<file path="src/rtl/f2mf_pkg.sv">
// Shared types and constants for the float to minifloat converter.
// No dependencies.
`default_nettype none

package f2mf_pkg;

  localparam int unsigned WordW     = 64;
  localparam int unsigned ExpCodeW  = 8;
  localparam int unsigned MantCodeW = 16;
  localparam int unsigned CfgIdxW   = 2;
  localparam int unsigned CfgDataW  = 8;

  // Binary64 aligned fraction width; binary32 fractions are left-aligned to it.
  localparam int unsigned FracW     = 52;
  localparam int unsigned SrcExpW   = 11;
  // Signed working exponent, spans 1 - 1023 up to 2046 - 1023 + 255 + 1.
  localparam int unsigned WorkExpW  = 13;

  localparam logic [SrcExpW-1:0] Bias64 = 11'd1023;
  localparam logic [SrcExpW-1:0] Bias32 = 11'd127;

  // Configuration register indexes.
  localparam logic [CfgIdxW-1:0] CfgSourceIsDouble = 2'd0;
  localparam logic [CfgIdxW-1:0] CfgExpWidth       = 2'd1;
  localparam logic [CfgIdxW-1:0] CfgTargetBias     = 2'd2;
  localparam logic [CfgIdxW-1:0] CfgMantWidth      = 2'd3;

  typedef struct packed {
    logic       source_is_double;
    logic [3:0] exp_width;
    logic [7:0] target_bias;
    logic [4:0] mant_width;
  } cfg_t;

endpackage

`default_nettype wire

</file>
<file path="src/rtl/f2mf_core.sv">
// Combinational conversion of one IEEE word into minifloat fields.
// Depends on f2mf_pkg.
`default_nettype none

module f2mf_core
  import f2mf_pkg::*;
(
  input  var cfg_t                 cfg,
  input  wire logic [WordW-1:0]     word,
  output logic                      sign,
  output logic [ExpCodeW-1:0]       exp_out,
  output logic [MantCodeW-1:0]      mant_out
);

  logic [3:0]            ew;
  logic [4:0]            mw;
  logic [ExpCodeW-1:0]   emax;
  logic [SrcExpW-1:0]    e_src;
  logic [SrcExpW-1:0]    src_bias;
  logic [FracW-1:0]      frac;
  logic                  e_zero;
  logic                  e_ones;
  logic [3:0]            top_sh;
  logic [MantCodeW-1:0]  top;
  logic [5:0]            gpos;
  logic                  guard;
  logic [FracW-1:0]      below_mask;
  logic                  sticky;
  logic                  rnd_inc;
  logic [MantCodeW:0]    rounded;
  logic                  carry;
  logic [WorkExpW-1:0]   e_new;
  logic                  e_le0;
  logic                  e_ovf;

  always_comb begin
    if (cfg.exp_width == 4'd0) begin
      ew = 4'd1;
    end else if (cfg.exp_width > 4'd8) begin
      ew = 4'd8;
    end else begin
      ew = cfg.exp_width;
    end
    if (cfg.mant_width == 5'd0) begin
      mw = 5'd1;
    end else if (cfg.mant_width > 5'd16) begin
      mw = 5'd16;
    end else begin
      mw = cfg.mant_width;
    end
  end

  assign emax = ExpCodeW'((9'd1 << ew) - 9'd1);

  always_comb begin
    if (cfg.source_is_double) begin
      sign     = word[63];
      e_src    = word[62:52];
      frac     = word[51:0];
      src_bias = Bias64;
    end else begin
      sign     = word[31];
      e_src    = {3'b000, word[30:23]};
      frac     = {word[22:0], 29'd0};
      src_bias = Bias32;
    end
  end

  assign e_zero = (e_src == '0);
  assign e_ones = cfg.source_is_double ? (&e_src) : (&e_src[7:0]);

  // Round to nearest even on the top mw bits of the aligned fraction.
  assign top_sh     = 4'(5'd16 - mw);
  assign top        = frac[51:36] >> top_sh;
  assign gpos       = 6'(6'd51 - {1'b0, mw});
  assign guard      = frac[gpos];
  assign below_mask = FracW'((53'd1 << gpos) - 53'd1);
  assign sticky     = |(frac & below_mask);
  assign rnd_inc    = guard && (sticky || top[0]);
  assign rounded    = {1'b0, top} + {{MantCodeW{1'b0}}, rnd_inc};
  assign carry      = rounded[mw];

  assign e_new = WorkExpW'(e_src) - WorkExpW'(src_bias)
               + WorkExpW'(cfg.target_bias) + WorkExpW'(carry);
  assign e_le0 = e_new[WorkExpW-1] || (e_new == '0);
  assign e_ovf = !e_new[WorkExpW-1] && (e_new >= WorkExpW'(emax));

  always_comb begin
    if (e_zero) begin
      exp_out  = '0;
      mant_out = '0;
    end else if (e_ones) begin
      exp_out  = emax;
      mant_out = (frac != '0) ? MantCodeW'(1) : '0;
    end else if (e_le0) begin
      exp_out  = '0;
      mant_out = '0;
    end else if (e_ovf) begin
      exp_out  = emax;
      mant_out = '0;
    end else begin
      exp_out  = e_new[ExpCodeW-1:0];
      mant_out = carry ? '0 : rounded[MantCodeW-1:0];
    end
  end

endmodule

`default_nettype wire

</file>
<file path="src/rtl/float_to_minifloat_round.sv">
// Top level: IEEE binary32/binary64 to configurable minifloat, RNE rounding.
// A request passes through the input register and then the result register.
// Throughput one request per cycle while out_ready stays high; the rate is set by the single conversion stage.
// rst (synchronous) empties both stages and loads the register defaults:
// binary32 source, exponent width 4, bias 7, mantissa width 16.
// Depends on f2mf_pkg and f2mf_core.
`default_nettype none

module float_to_minifloat_round
  import f2mf_pkg::*;
(
  input  wire logic                  clk,
  input  wire logic                  rst,
  input  wire logic                  cfg_we,
  input  wire logic [CfgIdxW-1:0]    cfg_index,
  input  wire logic [CfgDataW-1:0]   cfg_data,
  input  wire logic                  in_valid,
  output logic                       in_ready,
  input  wire logic [WordW-1:0]      raw_word,
  input  wire logic                  end_of_array,
  output logic                       out_valid,
  input  wire logic                  out_ready,
  output logic                       sign_bit,
  output logic [ExpCodeW-1:0]        exp_code,
  output logic [MantCodeW-1:0]       mant_code,
  output logic                       end_out
);

  cfg_t                 cfg;
  logic                 s1_valid;
  logic [WordW-1:0]     s1_word;
  logic                 s1_end;
  logic                 out_load;
  logic                 conv_sign;
  logic [ExpCodeW-1:0]  conv_exp;
  logic [MantCodeW-1:0] conv_mant;

  always_ff @(posedge clk) begin
    if (rst) begin
      cfg.source_is_double <= 1'b0;
      cfg.exp_width        <= 4'd4;
      cfg.target_bias      <= 8'd7;
      cfg.mant_width       <= 5'd16;
    end else if (cfg_we) begin
      case (cfg_index)
        CfgSourceIsDouble: cfg.source_is_double <= cfg_data[0];
        CfgExpWidth:       cfg.exp_width        <= cfg_data[3:0];
        CfgTargetBias:     cfg.target_bias      <= cfg_data;
        CfgMantWidth:      cfg.mant_width       <= cfg_data[4:0];
        default: ;
      endcase
    end
  end

  assign out_load = s1_valid && (!out_valid || out_ready);
  assign in_ready = !s1_valid || out_load;

  always_ff @(posedge clk) begin
    if (rst) begin
      s1_valid <= 1'b0;
    end else if (in_ready) begin
      s1_valid <= in_valid;
    end
  end

  always_ff @(posedge clk) begin
    if (in_valid && in_ready) begin
      s1_word <= raw_word;
      s1_end  <= end_of_array;
    end
  end

  f2mf_core u_core (
    .cfg      (cfg),
    .word     (s1_word),
    .sign     (conv_sign),
    .exp_out  (conv_exp),
    .mant_out (conv_mant)
  );

  always_ff @(posedge clk) begin
    if (rst) begin
      out_valid <= 1'b0;
    end else if (out_load) begin
      out_valid <= 1'b1;
    end else if (out_ready) begin
      out_valid <= 1'b0;
    end
  end

  always_ff @(posedge clk) begin
    if (out_load) begin
      sign_bit  <= conv_sign;
      exp_code  <= conv_exp;
      mant_code <= conv_mant;
      end_out   <= s1_end;
    end
  end

  // A nonzero mantissa never comes with a zero exponent.
  assert property (@(posedge clk) disable iff (rst)
    out_valid && (mant_code != '0) |-> (exp_code != '0))
    else $error("nonzero mantissa with zero exponent");

  // An accepted request always lands in the input stage.
  assert property (@(posedge clk) disable iff (rst)
    in_valid && in_ready |=> s1_valid)
    else $error("accepted request lost");

  // A held input stage waits while the result register is blocked.
  assert property (@(posedge clk) disable iff (rst)
    s1_valid && !out_load |=> s1_valid && $stable(s1_word))
    else $error("input stage dropped while stalled");

  // Reset empties both stages.
  assert property (@(posedge clk) rst |=> !s1_valid && !out_valid)
    else $error("pipeline not empty after reset");

endmodule

`default_nettype wire

</file>
<file path="config.mk">
export PLATFORM = sky130hd
export DESIGN_NAME = float_to_minifloat_round
export DESIGN_NICKNAME = d
export VERILOG_FILES = /design/src/rtl/f2mf_pkg.sv /design/src/rtl/f2mf_core.sv /design/src/rtl/float_to_minifloat_round.sv
export SDC_FILE = /design/constraint.sdc
export NUM_CORES = 1
export LEC_CHECK = 0
export BUFFER_PORTS_ARGS = -buffer_cell sky130_fd_sc_hd__buf_4
export CAP_MARGIN = 20
export CORE_MARGIN = 1
export CORE_UTILIZATION = 50
export CTS_BUF_LIST = sky130_fd_sc_hd__clkbuf_8
export CTS_CLUSTER_SIZE = 30
export DETAILED_ROUTE_END_ITERATION = 8
export GPL_TIMING_DRIVEN = 0
export PLACE_DENSITY = 0.73
export SLEW_MARGIN = 20
export SYNTH_ARGS = -nofsm -noshare
export SYNTH_HDL_FRONTEND = slang
export SYNTH_SLANG_ARGS = --single-unit
</file>
<file path="constraint.sdc">
create_clock -name clk -period 7.66 [get_ports clk]
set_input_delay 0 -clock clk [delete_from_list [all_inputs] [get_ports clk]]
set_output_delay 0 -clock clk [all_outputs]
set_load 0.1 [all_outputs]
</file>
==> key figures, run 1 <==
Route
  • Drt wl/cell: 20.67 um
  • Drt pass-1 iters: 6
  • Total Routed Length: 27960 um
  • Vias per cell: 6.111
  • Initial drt markers: 806
  • DRC: 0
  • Routed Antenna Nets: 0
  • Via Count: 8268

Setup path
  • Crit path max fanout: 7
  • Worst path bufs/invs: 7
  • CP top delay family: compound AO/OA/AOI/OAI gates
  • Slowest library cell on the worst path: or4_4
  • CP Data Arrival Time: between 7 and 8 ns
  • Setup crit start kind: flop
  • Worst Setup End Kind: flop
  • Critical Path RT: between 7 and 8 ns
  • Setup CP Type: reg -> reg
  • Slowest stage delay, CP: 0.54 ns

Final layout
  • Multi-input logic area: 5629 um^2
  • Share of layout cells above drive strength 1: 34.60%
  • Register area: 3142 um^2
  • Fin area: 11930 um^2
  • Synth-to-layout area growth: 39.61%
  • Fill cells: roughly 1200
  • N_diodes: 0
  • Fin nets: 1237

Yosys
  • Netlist cell types: 101
  • Commonest cells post-synth: edfxtp_1, nand2_1, nor2_1, a21oi_1, mux2i_1
  • Ys Warns: 0
  • Post-synthesis instance total: 857
  • Yosys top cell by area: edfxtp_1
  • Yosys top cell area share: 31.97%
  • Area contributors post-synth: edfxtp_1, dfxtp_1, mux2i_1
  • Count leader, synth: edfxtp_1
  • Synth Register Bits: 111
  • Syn_area_per_cell: between 9 and 10 um^2
  • Main flop type after synthesis: edfxtp_1
  • Sequential area share after synthesis: a little over a third
  • Post-Syn Area: 8547 um^2
  • EDFF count, synth: 91
  • Async S/R FF share, synth: 0%

Power
  • VDD IR-drop max: 0.0001263 V
  • Pwr per Cell Area: 145.3 nW/um^2
  • Lkg Pwr: 0.004535 uW
  • Pwr Total: 1733 uW

Hold path
  • Hold Path Class: in -> reg

Placement
  • Placed instance area: 9683 um^2
  • Setup WS pre-CTS: -1.229 ns
  • PortBufs: 106
  • Final HPWL DP: 18430 um
  • Gp weighted congestion: 0.9514

STA
  • Rel. slew slack: 35.03%
  • Post-layout min period: 7.511 ns
  • Finish-stage setup viols: 0
  • Final worst setup slack: between 0.1 and 0.15 ns
  • Final Hold Viols: 0
  • FMAX: 133.1 MHz
  • Period Utilization, post-route: 98.05%
  • RSZ-0062 raised after global routing: true
  • Worst slew pin tran: 0.9474 ns
  • Max-slew violation count: 0
  • Fin Hold WS: 0.01959 ns
  • Clk_skew: 0.01797 ns

GRT
  • Largest net degree at the start of global routing: 58
  • Antenna violations before repair: 0
  • Vias in the first global route: 7961
  • Tot GR Track Use: 31.26%
  • First-pass GRT wire length: 42600 um
  • Total grt overflow: 0

Die
  • Die Y-Extent: 132.7 um
  • I/O pins: 108
  • Initial Utilization: 51.36%
  • Core Area: around 17000 um^2
  • # rows: 47
  • Die area: roughly 18000 um^2
  • Die X: 132.7 um

Clock network
  • Clock latency on the worst-skew pair: 0.42 ns
  • CTS tree: yes
  • Clock Sinks: between 100 and 150
  • TritonCTS buffer count: 9
  • CTS root buf: clkbuf_8
  • CTS Buffer Depth: 2
  • Worst-path clk slew: 0.11 ns
  • Max H-tree Level: 3

Job
  • Max cap viols: 0

Run status
  • Status: complete, no violations
-- layout by cell type, fill, tap and decap left out, types with 6 or more instances in the layout --
cell	instances
a21o_1	9
a21oi_1	31
a31oi_1	9
and3_1	11
buf_4	178
buf_6	16
clkbuf_1	8
clkbuf_4	6
clkbuf_8	9
dfxtp_1	17
dlygate4sd3_1	78
edfxtp_1	91
ha_1	22
inv_1	22
mux2_2	15
mux2i_1	35
mux4_2	12
nand2_1	75
nand2b_1	11
nand3_1	29
nand3b_1	10
nand4_1	13
nor2_1	65
nor2b_1	8
nor3_1	11
nor3_2	12
nor4_1	9
o211ai_1	12
o21a_1	7
o21ai_0	21
o21ai_1	8
o21ai_2	6
or3_1	7
xnor2_1	18
xor2_1	12
-- power by group --
part	internal, uW	switching, uW
Sequential	688	21.9
Combinational	297	365
Clock	127	234
-- state kept, by name, indices dropped and copies added (netlist names) --
name and cells:
s1_end 1, sign_bit 1, s1_valid 1, s1_word 64, end_out 1, mant_code 16, exp_code 8, cfg 18
out_valid 1
-- cell families (layout without fill, tap and decap cells) --
family / after synthesis / count (layout) / synth area share (%)
AO/OA/AOI/OAI: 209 / 209 / 18.14
flip-flops: 111 / 111 / 36.66
adder cells (fa/ha/maj): 29 / 29 / 4.421
multiplexers: 63 / 63 / 9.369
other: 1 / 4 / 0.04388
XOR/XNOR: 37 / 37 / 3.879
buffers and inverters: 73 / 346 / 5.182
AND/OR/NAND/NOR: 334 / 334 / 22.31
-- per-stage QoR --
stage                     util (%)  setup TNS, ns  instances
after floorplan                  -              0        860
after global placement       57.96         -26.84       1186
after detailed placement     58.18         -27.06       1187
after CTS                    68.54        -0.1181       1323
after global routing         71.70         -2.742       1353
final                        71.70              0       1353
-- worst paths after layout --
kind                                     startpoint                   endpoint  slack (ns)  cells past startpoint
worst max-delay path            cfg[2]$_SDFFE_PP0P_  exp_code[7]$_SDFFCE_PP0P_        0.15                     36
worst min-delay path                   cfg_index[0]        cfg[9]$_SDFFE_PP0P_        0.02                      4
worst max register to register  cfg[2]$_SDFFE_PP0P_  exp_code[7]$_SDFFCE_PP0P_        0.15                     36
worst min register to register     s1_end$_DFFE_PP_          end_out$_DFFE_PP_        0.45                      0
-- final cells by class --
class	instances	share of cell area, %
well taps	220	2.307
repair buffers	261	18.43
clock buffers	9	1.038
multi-input cells	676	47.17
plain buffers	41	3.135
flip-flops and latches	111	26.33
inverters	28	0.9961
clock inverters	7	0.5872
-- tightest hold or removal path, stage by stage --
cell and delay, ns:
buf_4 0.11, nor2_1 0.14, nand2_1 0.10, a21oi_1 0.05
-- routing by layer --
| metal | global-route usage, % | share of wire (%) | vias to the layer above |
|---|---|---|---|
| li1 | - | - | 3825 |
| met1 | 40.92 | 42 | 3924 |
| met2 | 51.55 | 48 | 450 |
| met3 | 5.134 | 7.3 | 69 |
| met4 | 12.58 | 3.3 | 0 |
| met5 | 0 | 0 | - |
-- repair_timing --
item | 4_1_cts | 5_1_grt
hold endpoints to repair | 85 | 0
hold buffers | 78 | 0
setup endpoints to repair | 24 | 24
setup buffers | 40 | 34
cloned | 2 | 0
pin swaps | 33 | 41
resized for setup | 103 | 66
Note: power is estimated with default switching activity, not from simulation.
==> inputs of run 2 (changes only) <==
PLACE_DENSITY = 0.76   (was 0.73)
SYNTH_HIERARCHICAL = 1   (was not set)
==> run 2 against run 1 <==
The run now ends with setup timing left. Critical path depth rose by 4. First-iteration DRC count shrank 9.9%. Sequential share of layout area grew 1.2 points.
==> key figures, run 2 <==
Yosys
  • Post-Syn Area: 8409 um^2
  • Area contributors post-synth: edfxtp_1, mux2i_1, dfxtp_1
  • Syn_area_per_cell: 9.859 um^2
  • Post-synthesis instance total: 853
  • EDFF count, synth: 91
  • Yosys top cell area share: 32.50%
  • Count leader, synth: edfxtp_1
  • Synth Register Bits: 111
  • Ys Warns: 6
  • Commonest cells post-synth: edfxtp_1, nor2_1, nand2_1, mux2i_1, a21oi_1
  • Netlist cell types: between 100 and 150
  • Async S/R FF share, synth: 0%
  • Main flop type after synthesis: edfxtp_1
  • Yosys top cell by area: edfxtp_1
  • Sequential area share after synthesis: 37.26%

Setup path
  • Worst Setup End Kind: flop
  • Slowest library cell on the worst path: or4_4
  • Reg-to-Reg Start: cfg[3]$_SDFFE_PP0P_
  • RR Endpoint: mant_code[14]$_DFFE_PP_
  • Worst r2r path cells: 40
  • CP Data Arrival Time: 8.29 ns
  • R2R setup slack: -0.39 ns
  • Most used cell, CP: a21o_1
  • Setup crit start kind: flop
  • Crit path max fanout: 6
  • Worst path bufs/invs: 6
  • CP top delay family: compound AO/OA/AOI/OAI gates
  • Critical Path RT: approximately 7.9 ns
  • Slowest stage delay, CP: 0.59 ns
  • Setup CP Type: reg -> reg

STA
  • Worst slew pin tran: around 0.9 ns
  • FMAX: 124.2 MHz
  • RSZ-0062 raised after global routing: true
  • Post-layout min period: 8.052 ns
  • Finish-stage setup viols: 24
  • Clk_skew: 0.02886 ns
  • Final Hold Viols: 0
  • Rel. slew slack: around two fifths
  • Max-slew violation count: 0
  • Final worst setup slack: -0.3925 ns
  • Period Utilization, post-route: 105.1%
  • Fin Hold WS: about 0.037 ns

Hold path
  • Worst hold stages: 3
  • Hold Path Sink: cfg[13]$_SDFFE_PP0P_
  • Hold wc startpoint: rst
  • Hold Path Class: in -> reg

Power
  • Lkg Pwr: 0.004353 uW
  • Pwr per Cell Area: 152.1 nW/um^2
  • VDD IR-drop max: 0.0002445 V

Die
  • Core Area: 16520 um^2
  • Die Y-Extent: 131.7 um
  • Die X: between 100 and 150 um
  • # rows: between 40 and 50
  • Initial Utilization: 50.89%
  • Die area: 17340 um^2
  • I/O pins: roughly 110

GRT
  • Antenna violations before repair: 1
  • Vias in the first global route: between 7000 and 8000
  • Tot GR Track Use: 30.82%
  • First-pass GRT wire length: about 41000 um
  • Total grt overflow: 0
  • Largest net degree at the start of global routing: 64

Run status
  • Failing checks: setup timing
  • Status: finished, violations left

Placement
  • PortBufs: approximately 110
  • Gp weighted congestion: a little over 0.9
  • Final HPWL DP: about 18000 um

Final layout
  • Fin nets: 1214
  • N_diodes: 0
  • Util after Layout: approximately 70%
  • Commonest cells after routing, fill and taps aside: buf_4, edfxtp_1, dlygate4sd3_1
  • Most common cell after layout, fill and taps aside: buf_4
  • Share of layout cells above drive strength 1: a little under a third
  • Max reg flops: 64
  • Most flops, register: s1_word
  • Synth-to-layout area growth: 35.74%
  • Top Registers: s1_word: 64 flops, cfg: 18 flops, mant_code: 16 flops

Clock network
  • Clock latency on the worst-skew pair: 0.41 ns
  • CTS root buf: clkbuf_8
  • TritonCTS buffer count: 9
  • CTS tree: yes
  • Max H-tree Level: 3
  • Worst-path clk slew: 0.11 ns
  • CTS Buffer Depth: 2
  • Clock Sinks: 111

Route
  • Drt wl/cell: roughly 21 um
  • Drt pass-1 iters: 5
  • DRC: 0
  • Initial drt markers: 726
  • Routed Antenna Nets: 0
  • Via Count: 8102
  • Total Routed Length: 27300 um
  • Vias per cell: 6.087

Job
  • Max cap viols: 0
==> run 2: cell types whose count changed in the layout (fill, tap and decap cells not counted), moves of 6 or more <==
cell	before	now
nand2_1	75	46
inv_1	22	28
buf_6	16	10
nor3_1	11	23
o21ai_0	21	27
buf_4	178	164
nor2_1	65	72
clkbuf_1	8	14
mux2i_1	35	43
nand2b_1	11	29
==> run 2: metal layers <==
metal / share of wire (%) / track usage [%] / vias up
met1: 41 / 39.49 / 3845
met2: 47 / 50.50 / 433
met5: 0 / 0 / -
met3: 8.2 / 6.327 / 73
met4: 3.4 / 12.98 / 0
li1: - / - / 3751
==> run 2: what timing repair did <==
| item | CTS | global route |
|---|---|---|
| hold buffers | 80 | 0 |
| buffers inserted | 39 | 19 |
| pin swaps | 32 | 33 |
| hold endpoints to repair | 87 | 0 |
| setup endpoints to repair | 24 | 24 |
| resized for setup | 52 | 47 |
| cloned | 1 | 0 |
==> run 2: logic make-up (layout without fill, tap and decap cells) <==
family,count (synthesis),after routing,share of synthesized area [%]
AND/OR/NAND/NOR,332,332,22.20
multiplexers,73,73,10.76
XOR/XNOR,36,36,3.749
adder cells (fa/ha/maj),28,28,4.345
other,1,4,0.04459
AO/OA/AOI/OAI,190,190,16.47
flip-flops,111,111,37.26
buffers and inverters,82,337,5.178
==> run 2: where the power goes <==
part | leakage, uW | switching (uW) | internal (uW) | total [uW]
sequential | 0.00105 | 22.0 | 691 | 713
clock | 0.000106 | 224 | 153 | 377
combinational | 0.00320 | 352 | 294 | 646
total | 0.00435 | 598 | 1140 | 1740
==> run 2: how the worst max path moves through the flow <==
stage,startpoint,to,slack [ns],cells after the start
after floorplan,cfg[4]$_SDFFE_PP1P_,mant_code[15]$_DFFE_PP_,0.002,42
after global placement,cfg[1]$_SDFFE_PP0P_,mant_code[8]$_DFFE_PP_,-1.19,38
after detailed placement,cfg[1]$_SDFFE_PP0P_,mant_code[15]$_DFFE_PP_,-1.19,37
after CTS,cfg[4]$_SDFFE_PP1P_,mant_code[10]$_DFFE_PP_,-0.41,41
after global routing,cfg[3]$_SDFFE_PP0P_,mant_code[9]$_DFFE_PP_,-0.64,40
final,cfg[3]$_SDFFE_PP0P_,mant_code[14]$_DFFE_PP_,-0.39,40
==> run 2: final cells by class <==
cell class,count,area (um^2)
inverter,32,135.1
clock buffer,9,123.9
fill,1211,5110
tap,220,275.3
buffer,43,344.1
multi-input combinational,663,5241
timing repair buffer,246,2082
sequential,111,3143
clock inverter,7,70.07
==> run 2: per-stage QoR <==
stage | setup TNS (ns) | power, uW | cell area (um^2) | cells | setup slack [ns]
after CTS | -8.163 | 1671 | 11160 | 1318 | -0.4149
after global routing | -13.15 | 1797 | 11410 | 1331 | -0.6435
after global placement | -25.69 | 1191 | 9624 | 1183 | -1.189
final | -7.309 | 1736 | 11410 | 1331 | -0.3925
after floorplan | 0 | 1061 | 8546 | 856 | 0.002413
after detailed placement | -25.53 | 1198 | 9656 | 1184 | -1.191
==> run 2: worst reg2reg max path: cells and delay by family (launching register included) <==
kind | cells | cell delay (ns)
xor+xnor | 1 | 0.17
simple gates | 10 | 2.18
flops | 1 | 0.39
buf+inv | 6 | 0.61
fa+ha+maj | 6 | 1.62
compound gates | 17 | 2.93
